`src/hw/rtl/huart_pkg.sv`:
```
// types, constants and reset values for the half-duplex uart engine
package huart_pkg;

    localparam int BUFFER_DEPTH_DEF = 128;

    localparam logic [15:0] RESET_BIT_COUNTS   = 16'd217;
    localparam logic [15:0] RESET_HUNT_COUNTS  = 16'd55;
    localparam logic [15:0] RESET_START_COUNTS = 16'd178;

    localparam logic [1:0] KIND_TICK  = 2'd0;
    localparam logic [1:0] KIND_SEND  = 2'd1;
    localparam logic [1:0] KIND_CLEAR = 2'd2;

    localparam logic [1:0] REG_DIRECTION    = 2'd0;
    localparam logic [1:0] REG_BIT_COUNTS   = 2'd1;
    localparam logic [1:0] REG_HUNT_COUNTS  = 2'd2;
    localparam logic [1:0] REG_START_COUNTS = 2'd3;

    localparam logic [3:0] STEP_IDLE      = 4'd0;
    localparam logic [3:0] STEP_FIRST     = 4'd1;
    localparam logic [3:0] STEP_STOP      = 4'd1;
    localparam logic [3:0] STEP_LAST_DATA = 4'd9;
    localparam logic [3:0] STEP_START     = 4'd10;

    localparam logic [7:0] SHIFT_IDLE = 8'hFF;

    typedef struct packed {
        logic        rx_en;
        logic        tx_en;
        logic [3:0]  bit_step;
        logic [7:0]  shift_byte;
        logic [15:0] tick_left;
        logic [7:0]  rx_count;
        logic        ready;
        logic        line_out;
    } t_state;

    typedef struct packed {
        logic [15:0] bit_counts;
        logic [15:0] hunt_counts;
        logic [15:0] start_counts;
    } t_counts;

    typedef struct packed {
        logic       txd;
        logic       tx_ready;
        logic       send_accepted;
        logic       rx_valid;
        logic [7:0] rx_byte;
        logic [6:0] rx_slot;
        logic       rx_full;
    } t_result;

endpackage

```
`src/hw/rtl/huart_step.sv`:
```
// next state and result of one item for the half-duplex uart engine
module huart_step #(
    parameter int BUFFER_DEPTH = huart_pkg::BUFFER_DEPTH_DEF
) (
    input  huart_pkg::t_state  i_state,
    input  huart_pkg::t_counts i_counts,
    input  logic [1:0]         i_kind,
    input  logic               i_rxd,
    input  logic [7:0]         i_tx_byte,
    output huart_pkg::t_state  o_state,
    output huart_pkg::t_result o_result
);
    import huart_pkg::*;

    localparam logic [7:0] DEPTH_LIMIT = 8'(BUFFER_DEPTH);

    t_state     n_st;
    logic       accepted;
    logic       valid;
    logic [7:0] byte_out;
    logic [6:0] slot_out;
    logic [3:0] step_up;
    logic [3:0] step_dn;
    logic [7:0] shift_rx;
    logic [7:0] shift_tx;
    logic [15:0] tick_dec;

    always_comb begin
        n_st     = i_state;
        accepted = 1'b0;
        valid    = 1'b0;
        byte_out = 8'd0;
        slot_out = 7'd0;
        step_up  = i_state.bit_step + 4'd1;
        step_dn  = i_state.bit_step - 4'd1;
        shift_rx = {i_rxd, i_state.shift_byte[7:1]};
        shift_tx = i_state.shift_byte;
        tick_dec = (i_state.tick_left != 16'd0) ? i_state.tick_left - 16'd1 : 16'd0;

        case (i_kind)
            KIND_TICK: begin
                n_st.tick_left = tick_dec;
                if (tick_dec == 16'd0) begin
                    if (i_state.rx_en) begin
                        if (i_state.bit_step == STEP_IDLE) begin
                            if (i_rxd) begin
                                // false start, keep hunting
                                n_st.tx_en     = 1'b0;
                                n_st.tick_left = i_counts.hunt_counts;
                            end else begin
                                n_st.tick_left  = i_counts.bit_counts;
                                n_st.bit_step   = STEP_FIRST;
                                n_st.shift_byte = 8'd0;
                            end
                        end else if (step_up <= STEP_LAST_DATA) begin
                            n_st.tick_left  = i_counts.bit_counts;
                            n_st.bit_step   = step_up;
                            n_st.shift_byte = shift_rx;
                            if (step_up == STEP_LAST_DATA) begin
                                if (i_state.rx_count < DEPTH_LIMIT) begin
                                    valid         = 1'b1;
                                    byte_out      = shift_rx;
                                    slot_out      = i_state.rx_count[6:0];
                                    n_st.rx_count = i_state.rx_count + 8'd1;
                                end else begin
                                    n_st.rx_en = 1'b0;
                                end
                            end
                        end else begin
                            n_st.tick_left = i_counts.hunt_counts;
                            n_st.bit_step  = STEP_IDLE;
                        end
                    end else if (i_state.tx_en) begin
                        n_st.tick_left = i_counts.bit_counts;
                        if (step_dn > STEP_LAST_DATA) begin
                            // idle clamp keeps shifting ones
                            step_dn  = STEP_LAST_DATA;
                            shift_tx = SHIFT_IDLE;
                        end
                        n_st.bit_step = step_dn;
                        if (step_dn > STEP_STOP) begin
                            n_st.line_out   = shift_tx[0];
                            n_st.shift_byte = {1'b0, shift_tx[7:1]};
                        end else begin
                            n_st.line_out   = 1'b1;
                            n_st.shift_byte = shift_tx;
                            if (step_dn == STEP_IDLE) begin
                                n_st.ready = 1'b1;
                            end
                        end
                    end else begin
                        n_st.tick_left = i_counts.bit_counts;
                    end
                end
            end
            KIND_SEND: begin
                if (i_state.tx_en && !i_state.rx_en && i_state.ready) begin
                    accepted        = 1'b1;
                    n_st.tick_left  = i_counts.start_counts;
                    n_st.shift_byte = i_tx_byte;
                    n_st.bit_step   = STEP_START;
                    n_st.line_out   = 1'b0;
                    n_st.ready      = 1'b0;
                end
            end
            KIND_CLEAR: begin
                n_st.rx_count = 8'd0;
            end
            default: begin
            end
        endcase
    end

    assign o_state                = n_st;
    assign o_result.txd           = n_st.line_out;
    assign o_result.tx_ready      = n_st.ready;
    assign o_result.send_accepted = accepted;
    assign o_result.rx_valid      = valid;
    assign o_result.rx_byte       = byte_out;
    assign o_result.rx_slot       = slot_out;
    assign o_result.rx_full       = !n_st.rx_en && !n_st.tx_en;

endmodule

```
`src/hw/rtl/half_duplex_uart_engine_unit.sv`:
```
// top level of the half-duplex 8n1 uart engine with input and result registers
// Half-duplex 8N1 UART engine stepped by timer tick items. Each accepted item
// (tick, send byte or clear receive count) yields exactly one result carrying
// the transmit line level, tx_ready, send acceptance, any received byte with
// its buffer slot, and the buffer-full stop flag. Throughput is one item per
// clock unless i_ready stalls the result; an item goes from the input register
// through the combinational step logic into the result register, which frees
// the input side while a result waits for ready. The user must write counter
// registers and direction through the plain write port only while no item is
// in flight (not enforced by the block); writing direction restarts that mode.
module half_duplex_uart_engine_unit #(
    parameter int BUFFER_DEPTH = huart_pkg::BUFFER_DEPTH_DEF
) (
    input  logic        i_clk,
    input  logic        i_rst_n,
    input  logic        i_cfg_we,
    input  logic [1:0]  i_cfg_idx,
    input  logic [15:0] i_cfg_data,
    input  logic        i_valid,
    output logic        o_ready,
    input  logic [1:0]  i_kind,
    input  logic        i_rxd,
    input  logic [7:0]  i_tx_byte,
    output logic        o_valid,
    input  logic        i_ready,
    output logic        o_txd,
    output logic        o_tx_ready,
    output logic        o_send_accepted,
    output logic        o_rx_valid,
    output logic [7:0]  o_rx_byte,
    output logic [6:0]  o_rx_slot,
    output logic        o_rx_full
);
    import huart_pkg::*;

    t_state     r_state;
    t_state     n_state;
    t_counts    r_counts;
    t_result    r_out;
    t_result    n_out;
    logic       r_in_valid;
    logic [1:0] r_kind;
    logic       r_rxd;
    logic [7:0] r_tx_byte;
    logic       r_out_valid;
    logic       out_free;
    logic       step_fire;

    assign out_free  = !r_out_valid || i_ready;
    assign step_fire = r_in_valid && out_free;
    assign o_ready   = !r_in_valid || out_free;

    huart_step #(
        .BUFFER_DEPTH(BUFFER_DEPTH)
    ) u_step (
        .i_state  (r_state),
        .i_counts (r_counts),
        .i_kind   (r_kind),
        .i_rxd    (r_rxd),
        .i_tx_byte(r_tx_byte),
        .o_state  (n_state),
        .o_result (n_out)
    );

    // input register
    always_ff @(posedge i_clk) begin
        if (!i_rst_n) begin
            r_in_valid <= 1'b0;
        end else if (i_valid && o_ready) begin
            r_in_valid <= 1'b1;
        end else if (out_free) begin
            r_in_valid <= 1'b0;
        end
        if (i_valid && o_ready) begin
            r_kind    <= i_kind;
            r_rxd     <= i_rxd;
            r_tx_byte <= i_tx_byte;
        end
    end

    // result register
    always_ff @(posedge i_clk) begin
        if (!i_rst_n) begin
            r_out_valid <= 1'b0;
        end else if (step_fire) begin
            r_out_valid <= 1'b1;
        end else if (i_ready) begin
            r_out_valid <= 1'b0;
        end
        if (step_fire) begin
            r_out <= n_out;
        end
    end

    // engine state and counter registers
    always_ff @(posedge i_clk) begin
        if (!i_rst_n) begin
            r_state.rx_en      <= 1'b1;
            r_state.tx_en      <= 1'b0;
            r_state.bit_step   <= STEP_IDLE;
            r_state.shift_byte <= 8'd0;
            r_state.tick_left  <= RESET_HUNT_COUNTS;
            r_state.rx_count   <= 8'd0;
            r_state.ready      <= 1'b1;
            r_state.line_out   <= 1'b1;
            r_counts.bit_counts   <= RESET_BIT_COUNTS;
            r_counts.hunt_counts  <= RESET_HUNT_COUNTS;
            r_counts.start_counts <= RESET_START_COUNTS;
        end else if (i_cfg_we) begin
            case (i_cfg_idx)
                REG_DIRECTION: begin
                    r_state.bit_step <= STEP_IDLE;
                    if (i_cfg_data[0]) begin
                        r_state.tx_en <= 1'b1;
                        r_state.rx_en <= 1'b0;
                        r_state.ready <= 1'b1;
                    end else begin
                        r_state.rx_en     <= 1'b1;
                        r_state.tx_en     <= 1'b0;
                        r_state.tick_left <= r_counts.hunt_counts;
                    end
                end
                REG_BIT_COUNTS:   r_counts.bit_counts   <= i_cfg_data;
                REG_HUNT_COUNTS:  r_counts.hunt_counts  <= i_cfg_data;
                REG_START_COUNTS: r_counts.start_counts <= i_cfg_data;
                default: begin
                end
            endcase
        end else if (step_fire) begin
            r_state <= n_state;
        end
    end

    assign o_valid         = r_out_valid;
    assign o_txd           = r_out.txd;
    assign o_tx_ready      = r_out.tx_ready;
    assign o_send_accepted = r_out.send_accepted;
    assign o_rx_valid      = r_out.rx_valid;
    assign o_rx_byte       = r_out.rx_byte;
    assign o_rx_slot       = r_out.rx_slot;
    assign o_rx_full       = r_out.rx_full;

    a_one_mode: assert property (@(posedge i_clk) disable iff (!i_rst_n)
        !(r_state.rx_en && r_state.tx_en))
        else $error("receive and transmit enabled together");

    a_step_range: assert property (@(posedge i_clk) disable iff (!i_rst_n)
        r_state.bit_step <= STEP_START)
        else $error("bit step out of range");

    a_rx_not_full: assert property (@(posedge i_clk) disable iff (!i_rst_n)
        o_valid && o_rx_valid |-> !o_rx_full && !o_send_accepted)
        else $error("byte reported while stopped or with a send");

    a_send_start: assert property (@(posedge i_clk) disable iff (!i_rst_n)
        o_valid && o_send_accepted |-> !o_txd && !o_tx_ready)
        else $error("accepted send did not drive the start bit");

    a_result_follows: assert property (@(posedge i_clk) disable iff (!i_rst_n)
        step_fire |=> o_valid)
        else $error("stepped item produced no result");

endmodule
```
`config.mk`:
```
export PLATFORM = sky130hd
export DESIGN_NAME = half_duplex_uart_engine_unit
export DESIGN_NICKNAME = d
export VERILOG_FILES = /design/src/hw/rtl/huart_pkg.sv /design/src/hw/rtl/huart_step.sv /design/src/hw/rtl/half_duplex_uart_engine_unit.sv
export SDC_FILE = /design/constraint.sdc
export NUM_CORES = 1
export LEC_CHECK = 0
export ABC_CLOCK_PERIOD_IN_PS = 5300
export BUFFER_PORTS_ARGS = -buffer_cell sky130_fd_sc_hd__buf_2
export CAP_MARGIN = 40
export CORE_MARGIN = 4
export CORE_UTILIZATION = 34
export CTS_CLUSTER_SIZE = 25
export DETAILED_ROUTE_END_ITERATION = 10
export GPL_ROUTABILITY_DRIVEN = 0
export PLACE_DENSITY = 0.6
export SETUP_SLACK_MARGIN = 0.3
export SLEW_MARGIN = 20
export SYNTH_ARGS = -nofsm -noshare
export SYNTH_HDL_FRONTEND = slang
export SYNTH_SLANG_ARGS = --single-unit
```
`constraint.sdc`:
```
create_clock -name i_clk -period 5.3 [get_ports i_clk]
set_input_delay 1.06 -clock i_clk [delete_from_list [all_inputs] [get_ports i_clk]]
set_output_delay 1.06 -clock i_clk [all_outputs]
set_load 0.01 [all_outputs]
```
==> out/metrics.cfg, run 1 <==
[clocking]
clock_sinks = 121
cts.htree.levels = 4
post_cts.repair.setup_buffers = 0
clock_latency_ps = 430
root_buffer = clkbuf_16
postCtsHoldBufs = 0
clk_pin_slew_ps = 60
cts_tree = yes
cts-resized-gates = 0
cts_max_path_buffers = 2
cts_made_buffers = 17

[placement]
portBuffers = 55
hpwl_um = 12000
dpl_cell_area_sq_mm = 0.00670
dp.cells = 989

[synth]
synth_ff_type = dfxtp_1
ys_ff_latch = 121
yosys.cell_types.count = 76
ys_top_cells_by_area = dfxtp_1 (29%), edfxtp_1 (15%), nand2_1 (9.0%)
yosys.area.top_type = dfxtp_1
syn-num-nets = 796
yosysTopAreaCellShare_pct = 28.6
avgSynthCellArea_sq_um = 8.34
syn-cell-area_sq_mm = 0.00630
yosys_warnings = 0
synth_edf_count = 31
synthCells = 755
ys_seq_area_share_pct = 43.4
ys_async_sr_fraction_pct = 0

[flow_run]
drv_cap = 0

[critical_path]
critical_path.slowest_cell = o21ai_1
r2r_cells = 9
endpoint_kind = flip-flop
slowest_delay_ps = 730
path_max_fanout = 14
rr_endpoint = r_state[31]$_SDFFE_PN0P_
r2r_slack_ps = 1530
cp.arrival_ps = 4080
path_class = flip-flop to flip-flop
r2r-start = r_state[10]$_SDFFE_PN1P_
cp-start-kind = flip-flop
cp_cell_sequence = inv_1 -> ha_1 -> or3b_1 -> o31ai_1 -> o2111ai_1 -> or4_1 -> o21ai_1 -> o31a_1 -> o22ai_1
cp.required_ps = 5610

[floorplan]
die_height_um = 144
initial_core_util_pct = 34.8
die_area_sq_mm = 0.0208
die_x_um = 144
ioPinCount = 56
core_sq_mm = 0.0181
fp-row-count = 49

[timing]
period_needed_ps = 3770
post-route-period-util_pct = 71.1
setup_violations = 0
finClkSkew_ps = 7.14
fmaxAchievable_mhz = 265
slew_headroom_pct = 38.4
hold_violations = 0
rsz0062_at_grt = no
fin_tns_setup_ps = 0
worst_pin_slew_ps = 918
slew_viol_final = 0

[global_routing]
antenna_found_initial = 0
grt.met2_usage_pct = 25.3
grt_util_all_layers_pct = 16.9
grt_pass1_vias = 5283
top_usage_layer = met2
grt-ovfl-total = 0
grt_util_met1_pct = 23.8
grt_max_degree = 34
grt_use_met3_pct = 3.84
grt_pass1_wl_um = 27800

[status]
outcome = completed

[routing]
dr.pass1.iters = 5
drt_wl_total_um = 17300
vias_per_cell = 5.62
via_count = 5764
route.detailed.drc = 0
wl_per_cell_um = 16.9
drt_first_iter_violations = 399
drtAntennaViolNets = 0

[power_and_ir_drop]
switching_share_pct = 24.1
p_sw_mw = 0.580
power.density_mw_per_mm2 = 328
intPower_mw = 1.83
ir_drop_v = 0.000243
power_frac_seq_pct = 41.8
pwr-share-clk_pct = 51.2
finalPower_mw = 2.41
p_leak_nw = 2.62
p_comb_share_pct = 7.0

[min_path]
hold_start = r_counts[46]$_SDFFE_PN0P_
holdCritPathClass = flip-flop to flip-flop
holdPathEnd = r_counts[46]$_SDFFE_PN0P_
worstHoldPathCells = 2

[cells_and_area]
nFillCells = 1820
fin_area_sq_mm = 0.00735
area_growth_pct = 16.8
nets = 824
diodes = 0
drive_above_1_share_pct = 15.8
fin_cells = 1025
final_util_pct = 40.7

[power groups by stage]
| stage | logic [mW] | registers [mW] | clock network [mW] |
|---|---|---|---|
| 6_report | 0.170 | 1.01 | 1.23 |
| 5_1_grt | 0.187 | 1.01 | 1.29 |
| 4_1_cts | 0.167 | 1.01 | 1.25 |
| 3_5_place_dp | 0.167 | 1.03 | 0 |
| 3_3_place_gp | 0.165 | 1.03 | 0 |
| 2_1_floorplan | 0.116 | 1.01 | 0 |
[layer usage]
metal	routed length (um)	part of all wire, %
met2	7580	44
met5	0	0
met4	336	1.9
met3	948	5.5
met1	8450	49
[flip-flops by register name (all words and copies together) (netlist names)]
name,flops
o_txd,1
r_tx_byte,8
o_rx_valid,1
r_state,40
r_in_valid,1
r_counts,48
o_rx_full,1
r_rxd,1
o_tx_ready,1
r_kind,2
o_rx_byte,8
o_valid,1
o_rx_slot,7
o_send_accepted,1
[logic make-up (layout without fill, tap and decap cells)]
logic type | Yosys count | after routing | synth area share (%)
multiplexers | 16 | 16 | 2.58
AO/OA/AOI/OAI | 199 | 199 | 21.7
flip-flops | 121 | 121 | 43.4
adder cells (fa/ha/maj) | 7 | 7 | 1.39
XOR/XNOR | 8 | 8 | 1.11
AND/OR/NAND/NOR | 328 | 328 | 25.1
buffers and inverters | 76 | 117 | 4.75
[synth_stat cells, types with 7 or more instances]
master / count
a211oi_1: 8
a21oi_1: 60
a221oi_1: 12
a31oi_1: 11
and2_1: 16
clkbuf_1: 52
dfxtp_1: 90
edfxtp_1: 31
ha_1: 7
inv_1: 16
mux2i_1: 14
nand2_1: 151
nand3_1: 24
nand4_1: 8
nor2_1: 44
nor3_1: 15
nor4_1: 14
o21ai_0: 30
o221a_2: 8
or2_2: 10
or3_1: 7
xnor2_1: 8
[worst max path at each step]
stage                                         from                       end  cells after the start  slack, ps
final                     r_state[10]$_SDFFE_PN1P_  r_state[31]$_SDFFE_PN0P_                      9       1530
after global routing      r_state[10]$_SDFFE_PN1P_  r_state[18]$_SDFFE_PN0P_                      9       1240
after CTS                 r_state[10]$_SDFFE_PN1P_  r_state[18]$_SDFFE_PN0P_                      9       1550
after detailed placement  r_state[10]$_SDFFE_PN1P_  r_state[18]$_SDFFE_PN0P_                      9       1560
after global placement    r_state[10]$_SDFFE_PN1P_  r_state[18]$_SDFFE_PN0P_                      9       1650
after floorplan           r_state[10]$_SDFFE_PN1P_   r_state[5]$_SDFFE_PN0P_                     12       2030
[placed cells by master, fill, tap and decap left out, types with 5 or more instances in the layout]
cell type  count
clkbuf_16     17
nor3_1        15
nor2b_1        5
a21oi_1       60
or4_1          5
nand3_1       24
nor4_1        14
inv_1         16
mux2i_1       14
a31oi_1       11
xnor2_1        8
o21a_1         5
and2_1        16
o221a_2        8
buf_4          9
or3_1          7
nand2_1      151
a211oi_1       8
nor2_1        42
nand4_1        8
dfxtp_1       90
edfxtp_1      31
o211ai_1       5
o21ai_0       30
ha_1           7
buf_2         56
or2_2         10
a221oi_1      12
o31ai_1        5
o221ai_1       5
[metrics by stage]
| step | hold slack [ps] | setup slack (ps) |
|---|---|---|
| floorplan | 433 | 2030 |
| detailed placement | 447 | 1560 |
| global route | 476 | 1240 |
| global placement | 443 | 1650 |
| CTS | 456 | 1550 |
| finish | 452 | 1530 |
[final cells by class]
cell class | count | area, sq um | share of cell area, %
multi-input cells | 558 | 3270 | 44.5
clock buffers | 18 | 429 | 5.84
flip-flops and latches | 121 | 2730 | 37.2
inverters | 17 | 63.8 | 0.868
well taps | 229 | 287 | 3.90
clock inverters | 14 | 195 | 2.65
repair buffers | 68 | 375 | 5.10
[critical path, delay by kind of cell, from the launching register on]
family	cells	cell delay, ps
AOI/OAI and AO/OA	5	1780
adders and majority gates	1	280
DFF	1	410
buffers and inverters	1	100
and+or+nand+nor	2	1080
Note: power is estimated with default switching activity, not from simulation.
==> inputs of run 2 (changes only) <==
- ABC_AREA: not set -> 1
- ABC_CLOCK_PERIOD_IN_PS: 5300 -> 3600
- clock period: 5.3 -> 3.6 ns (I/O delays scaled with it)
==> run 2 against run 1 <==
Utilization decreased by 0.24 points. First-iteration DRC count grew 23%. Via count up 20%. Non-clock buffer count rose by 7. Clock skew increased by 2.7 ps. Final cell count is 33% higher. Clock-buffer cell count shrank 1. Die area is 12% higher. Hold slack better by 5.5 ps. Highest routed layer unchanged. Sequential power rose by 50%.
==> out/metrics.cfg, run 2 <==
[floorplan]
die_area_sq_mm = 0.0232
die_height_um = 152
fp-row-count = 52
ioPinCount = 56
initial_core_util_pct = 34.8
die_x_um = 152
core_sq_mm = 0.0204

[clocking]
clock_latency_ps = 430
cts_max_path_buffers = 2
clk_pin_slew_ps = 60
root_buffer = clkbuf_16
cts_tree = yes
post_cts.repair.setup_buffers = 0
cts.htree.levels = 4
postCtsHoldBufs = 0
cts_made_buffers = 17
cts-resized-gates = 0
clock_sinks = 121

[timing]
finClkSkew_ps = 9.81
worst_pin_slew_ps = 723
fmaxAchievable_mhz = 339
slew_headroom_pct = 51.7
rsz0062_at_grt = no
slew_viol_final = 0
period_needed_ps = 2950
hold_violations = 0
fin_tns_setup_ps = 0
post-route-period-util_pct = 81.9
setup_violations = 0

[synth]
syn-cell-area_sq_mm = 0.00710
synth_edf_count = 31
synth.most_common_cell = nand2_1
ys_async_sr_fraction_pct = 0
ys_ff_latch = 121
syn-num-nets = 1071
avgSynthCellArea_sq_um = 6.89
ys_top_cells_by_area = dfxtp_1 (25%), edfxtp_1 (13%), nand2_1 (12%)
yosys.cell_types.count = 43
synth_ff_type = dfxtp_1
ys_seq_area_share_pct = 38.5
yosysTopAreaCellShare_pct = 25.4
yosys_warnings = 0
synthCells = 1030
synth_common_cells = nand2_1 (233), inv_1 (130), a21oi_1 (114), nor2_1 (93), dfxtp_1 (90)
yosys.area.top_type = dfxtp_1

[global_routing]
grt_pass1_vias = 6423
grt-ovfl-total = 0
grt_util_all_layers_pct = 17.3
grt_max_degree = 72
antenna_found_initial = 0
grt_pass1_wl_um = 32800

[routing]
dr.pass1.iters = 5
wl_per_cell_um = 14.9
drt_first_iter_violations = 490
drtAntennaViolNets = 0
vias_per_cell = 5.06
route.detailed.drc = 0
via_count = 6895
drt_wl_total_um = 20300

[critical_path]
r2r-start = r_state[10]$_SDFFE_PN1P_
startpoint = i_ready
path_max_fanout = 17
cp-start-kind = input pin
path_class = input pin to flip-flop
cp.required_ps = 3910
cp.arrival_ps = 3260
endpoint_kind = flip-flop

[status]
outcome = completed

[min_path]
holdCritPathClass = flip-flop to flip-flop
hold_start = r_counts[12]$_SDFFE_PN0P_

[cells_and_area]
nets = 1120
drive_above_1_share_pct = 14.0
nFillCells = 2145
diodes = 0
top_register = r_counts
final_cell_mix = nand2_1 (233), inv_1 (130), a21oi_1 (114), nor2_1 (92), dfxtp_1 (90)
layout_commonest_cell = nand2_1
fin_area_sq_mm = 0.00823
area_growth_pct = 16.0
largest_register_ffs = 48
reg_top3 = r_counts (48), r_state (40)

[placement]
portBuffers = 55
hpwl_um = 14100
dpl_cell_area_sq_mm = 0.00765

[power_and_ir_drop]
ir_drop_v = 0.000303
power.density_mw_per_mm2 = 457
p_leak_nw = 3.62

[flow_run]
drv_cap = 0

run 2: cell type report:
| class | count | area, sq um | area share, % |
|---|---|---|---|
| Multi-Input combinational cell | 729 | 3660 | 44.4 |
| Sequential cell | 121 | 2730 | 33.2 |
| Inverter | 135 | 507 | 6.16 |
| Timing Repair Buffer | 75 | 433 | 5.26 |
| Clock buffer | 17 | 425 | 5.17 |
| Tap cell | 270 | 338 | 4.10 |
| Clock inverter | 15 | 141 | 1.72 |
run 2: worst max-delay path, stage by stage:
cell and delay (ps):
buf_2 70, inv_1 40, nand2_1 70, nand2_1 130, nor2_1 370, inv_2 80
nand2_1 150, o21ai_0 160, nor2_2 580, inv_1 510, a21oi_1 280, a21oi_1 90
run 2: worst paths after layout:
check / endpoint / slack (ps) / depth (start not counted)
worst max-delay path: r_state[13]$_SDFFE_PN0P_ / 650 / 12
worst min-delay path: r_counts[12]$_SDFFE_PN0P_ / 460 / 2
worst max register to register: r_state[17]$_SDFFE_PN0P_ / 700 / 15
worst min register to register: r_counts[12]$_SDFFE_PN0P_ / 460 / 2
run 2: power by group:
part	leakage (nW)	total, mW	switching, mW	internal (mW)
logic	2.32	0.570	0.382	0.188
registers	1.03	1.51	0.0489	1.46
clock network	0.260	1.68	0.724	0.961
total	3.62	3.76	1.15	2.61
run 2: logic make-up after synthesis:
logic type,count (synthesis),share of synthesized area (%)
xor gates and xnor gates,10,1.23
AOI/OAI and AO/OA,255,20.1
and+or+nand+nor,457,28.9
DFF,121,38.5
buffers and inverters,180,10.0
adders and majority gates,7,1.23
run 2: per-layer routing:
metal | vias up | share of wire, % | track usage [%]
li1 | 3500 | - | -
met1 | 3176 | 48 | 23.8
met2 | 189 | 46 | 27.5
met3 | 30 | 4.8 | 3.10
met4 | 0 | 1.9 | 6.07
met5 | - | 0 | 0
run 2: metrics by stage:
| stage | setup WS [ps] | hold slack [ps] | total power [mW] | util (%) | std cells |
|---|---|---|---|---|---|
| 6_report | 652 | 457 | 3.76 | 40.4 | 1362 |
| 5_1_grt | 421 | 455 | 3.93 | 40.4 | 1362 |
| 4_1_cts | 723 | 457 | 3.78 | 40.4 | 1361 |
| 3_5_place_dp | 325 | 448 | 2.10 | 37.6 | 1329 |
| 3_3_place_gp | 453 | 443 | 2.09 | 37.6 | 1329 |
| 2_1_floorplan | 1200 | 430 | 1.92 | - | 1030 |
==> inputs of run 3 (changes only) <==
- ABC_CLOCK_PERIOD_IN_PS: 3600 -> 2630
- PLACE_DENSITY: 0.6 -> 0.62
- clock period: 3.6 -> 2.63 ns (I/O delays scaled with it)
==> run 3 against run 2 <==
Combinational power grew 58%. Sequential share of layout area shrank 2.1 points. Critical path type is now flip-flop to flip-flop. Routed wire length grew 4.6%. Clock skew is essentially flat. Non-clock buffer count grew 32.
==> out/metrics.cfg, run 3 (synthesis results as in run 2) <==
[critical_path]
cp_cell_sequence = inv_4 -> ha_4 -> nand2_4 -> nor2_4 -> buf_4 -> nand2_4 -> nand3_2 -> nand3_1 -> nor2_2 -> nand3_4 -> nand2_4 -> nand3_2 -> buf_4 -> o21ai_1 -> nor2_1
critical_path.slowest_cell = dfxtp_4
slowest_delay_ps = 360
r2r_cells = 15
cp.required_ps = 2950
cp-start-kind = flip-flop
path_max_fanout = 10
endpoint_kind = flip-flop
critPathMostFrequentCell = nand2_4
cp.arrival_ps = 2610
path_class = flip-flop to flip-flop

[cells_and_area]
area_growth_pct = 24.6
largest_register_ffs = 48
top_register = r_counts
layout_commonest_cell = nand2_1
final_cell_mix = nand2_1 (228), inv_1 (128), a21oi_1 (114), nor2_1 (82), dfxtp_1 (81)
reg_top3 = r_counts (48), r_state (40)
drive_above_1_share_pct = 20.0
diodes = 0
nets = 1154

[global_routing]
grt-ovfl-total = 0
grt_pass1_wl_um = 33800
grt_max_degree = 39
grt_pass1_vias = 6602
antenna_found_initial = 1
grt_util_all_layers_pct = 17.7

[routing]
route.detailed.drc = 0
drt_wl_total_um = 21200
dr.pass1.iters = 5
vias_per_cell = 5.14
drtAntennaViolNets = 0
via_count = 7182
wl_per_cell_um = 15.2
drt_first_iter_violations = 548

[status]
outcome = completed

[timing]
fin_tns_setup_ps = 0
worst_pin_slew_ps = 772
slew_viol_final = 0
period_needed_ps = 2290
fmaxAchievable_mhz = 437
hold_violations = 0
rsz0062_at_grt = yes
finClkSkew_ps = 9.97
slew_headroom_pct = 48.5
setup_violations = 0
timing.hold.ws_ps = 274
post-route-period-util_pct = 87.1

[min_path]
holdCritPathClass = input pin to flip-flop
worstHoldPathCells = 1

[floorplan]
die_area_sq_mm = 0.0232
fp-row-count = 52
ioPinCount = 56
die_x_um = 152
core_sq_mm = 0.0204
initial_core_util_pct = 34.8
die_height_um = 152

[placement]
portBuffers = 55
hpwl_um = 14500

[clocking]
cts_max_path_buffers = 2
cts_tree = yes
root_buffer = clkbuf_16
clock_sinks = 121
cts_made_buffers = 17
postCtsHoldBufs = 0
cts.htree.levels = 4
clk_pin_slew_ps = 60
clock_latency_ps = 430

[power_and_ir_drop]
p_leak_nw = 3.84
power.density_mw_per_mm2 = 603
ir_drop_v = 0.000466

[flow_run]
drv_cap = 0

==> run 3: routing by layer <==
layer / routed length [um] / part of all wire, % / vias up / track usage [%]
met4: 601 / 2.8 / 2 / 6.53
met5: 13 / 0.061 / - / 0
met2: 9610 / 45 / 227 / 28.2
li1: - / - / 3585 / -
met3: 1260 / 5.9 / 52 / 4.20
met1: 9730 / 46 / 3316 / 23.6
==> run 3: area by class of cell <==
class | instances | area (sq um)
clock inverters | 13 | 154
multi-input cells | 731 | 3970
fillers | 2086 | 11500
inverters | 135 | 510
repair buffers | 107 | 693
clock buffers | 19 | 433
well taps | 270 | 338
flip-flops and latches | 121 | 2750
==> run 3: power breakdown <==
part           switching [mW]  internal [mW]  leakage, nW  total, mW
Clock                   0.884           1.48        0.280       2.36
Sequential             0.0646           2.00         1.04       2.07
Combinational           0.587          0.314         2.52      0.901
==> run 3: worst paths after layout <==
kind | startpoint | to | slack, ps
min reg2reg | r_counts[14]$_SDFFE_PN0P_ | r_counts[14]$_SDFFE_PN0P_ | 460
max | r_state[11]$_SDFFE_PN1P_ | r_state[8]$_SDFFE_PN0P_ | 340
max reg2reg | r_state[11]$_SDFFE_PN1P_ | r_state[8]$_SDFFE_PN0P_ | 340
min | i_kind[1] | r_kind[1]$_DFFE_PP_ | 270
==> run 3: critical path: cells and delay by family, from the launching register on <==
family | cells | cell delay [ps]
AOI/OAI and AO/OA | 1 | 130
DFF | 1 | 360
buffers and inverters | 3 | 400
and+or+nand+nor | 10 | 1140
adders and majority gates | 1 | 160
==> run 3: what timing repair did <==
item                                   4_1_cts  5_1_grt
buffers inserted                             1       21
setup endpoints to repair                   58       59
pin swaps                                    1       26
cloned                                       0        2
resized for setup                           14       62
endpoints found under the hold margin        0        0
==> run 3: stage by stage <==
| stage | area, sq um | instances | power, mW | setup WS [ps] | util (%) |
|---|---|---|---|---|---|
| 3_5_place_dp | 7730 | 1340 | 2.89 | 105 | 38.0 |
| 6_report | 8840 | 1396 | 5.33 | 339 | 43.4 |
| 4_1_cts | 8390 | 1373 | 5.27 | 303 | 41.2 |
| 2_1_floorplan | 7100 | 1030 | 2.63 | 334 | - |
| 3_3_place_gp | 7730 | 1340 | 2.88 | 136 | 38.0 |
| 5_1_grt | 8840 | 1396 | 5.56 | 226 | 43.4 |
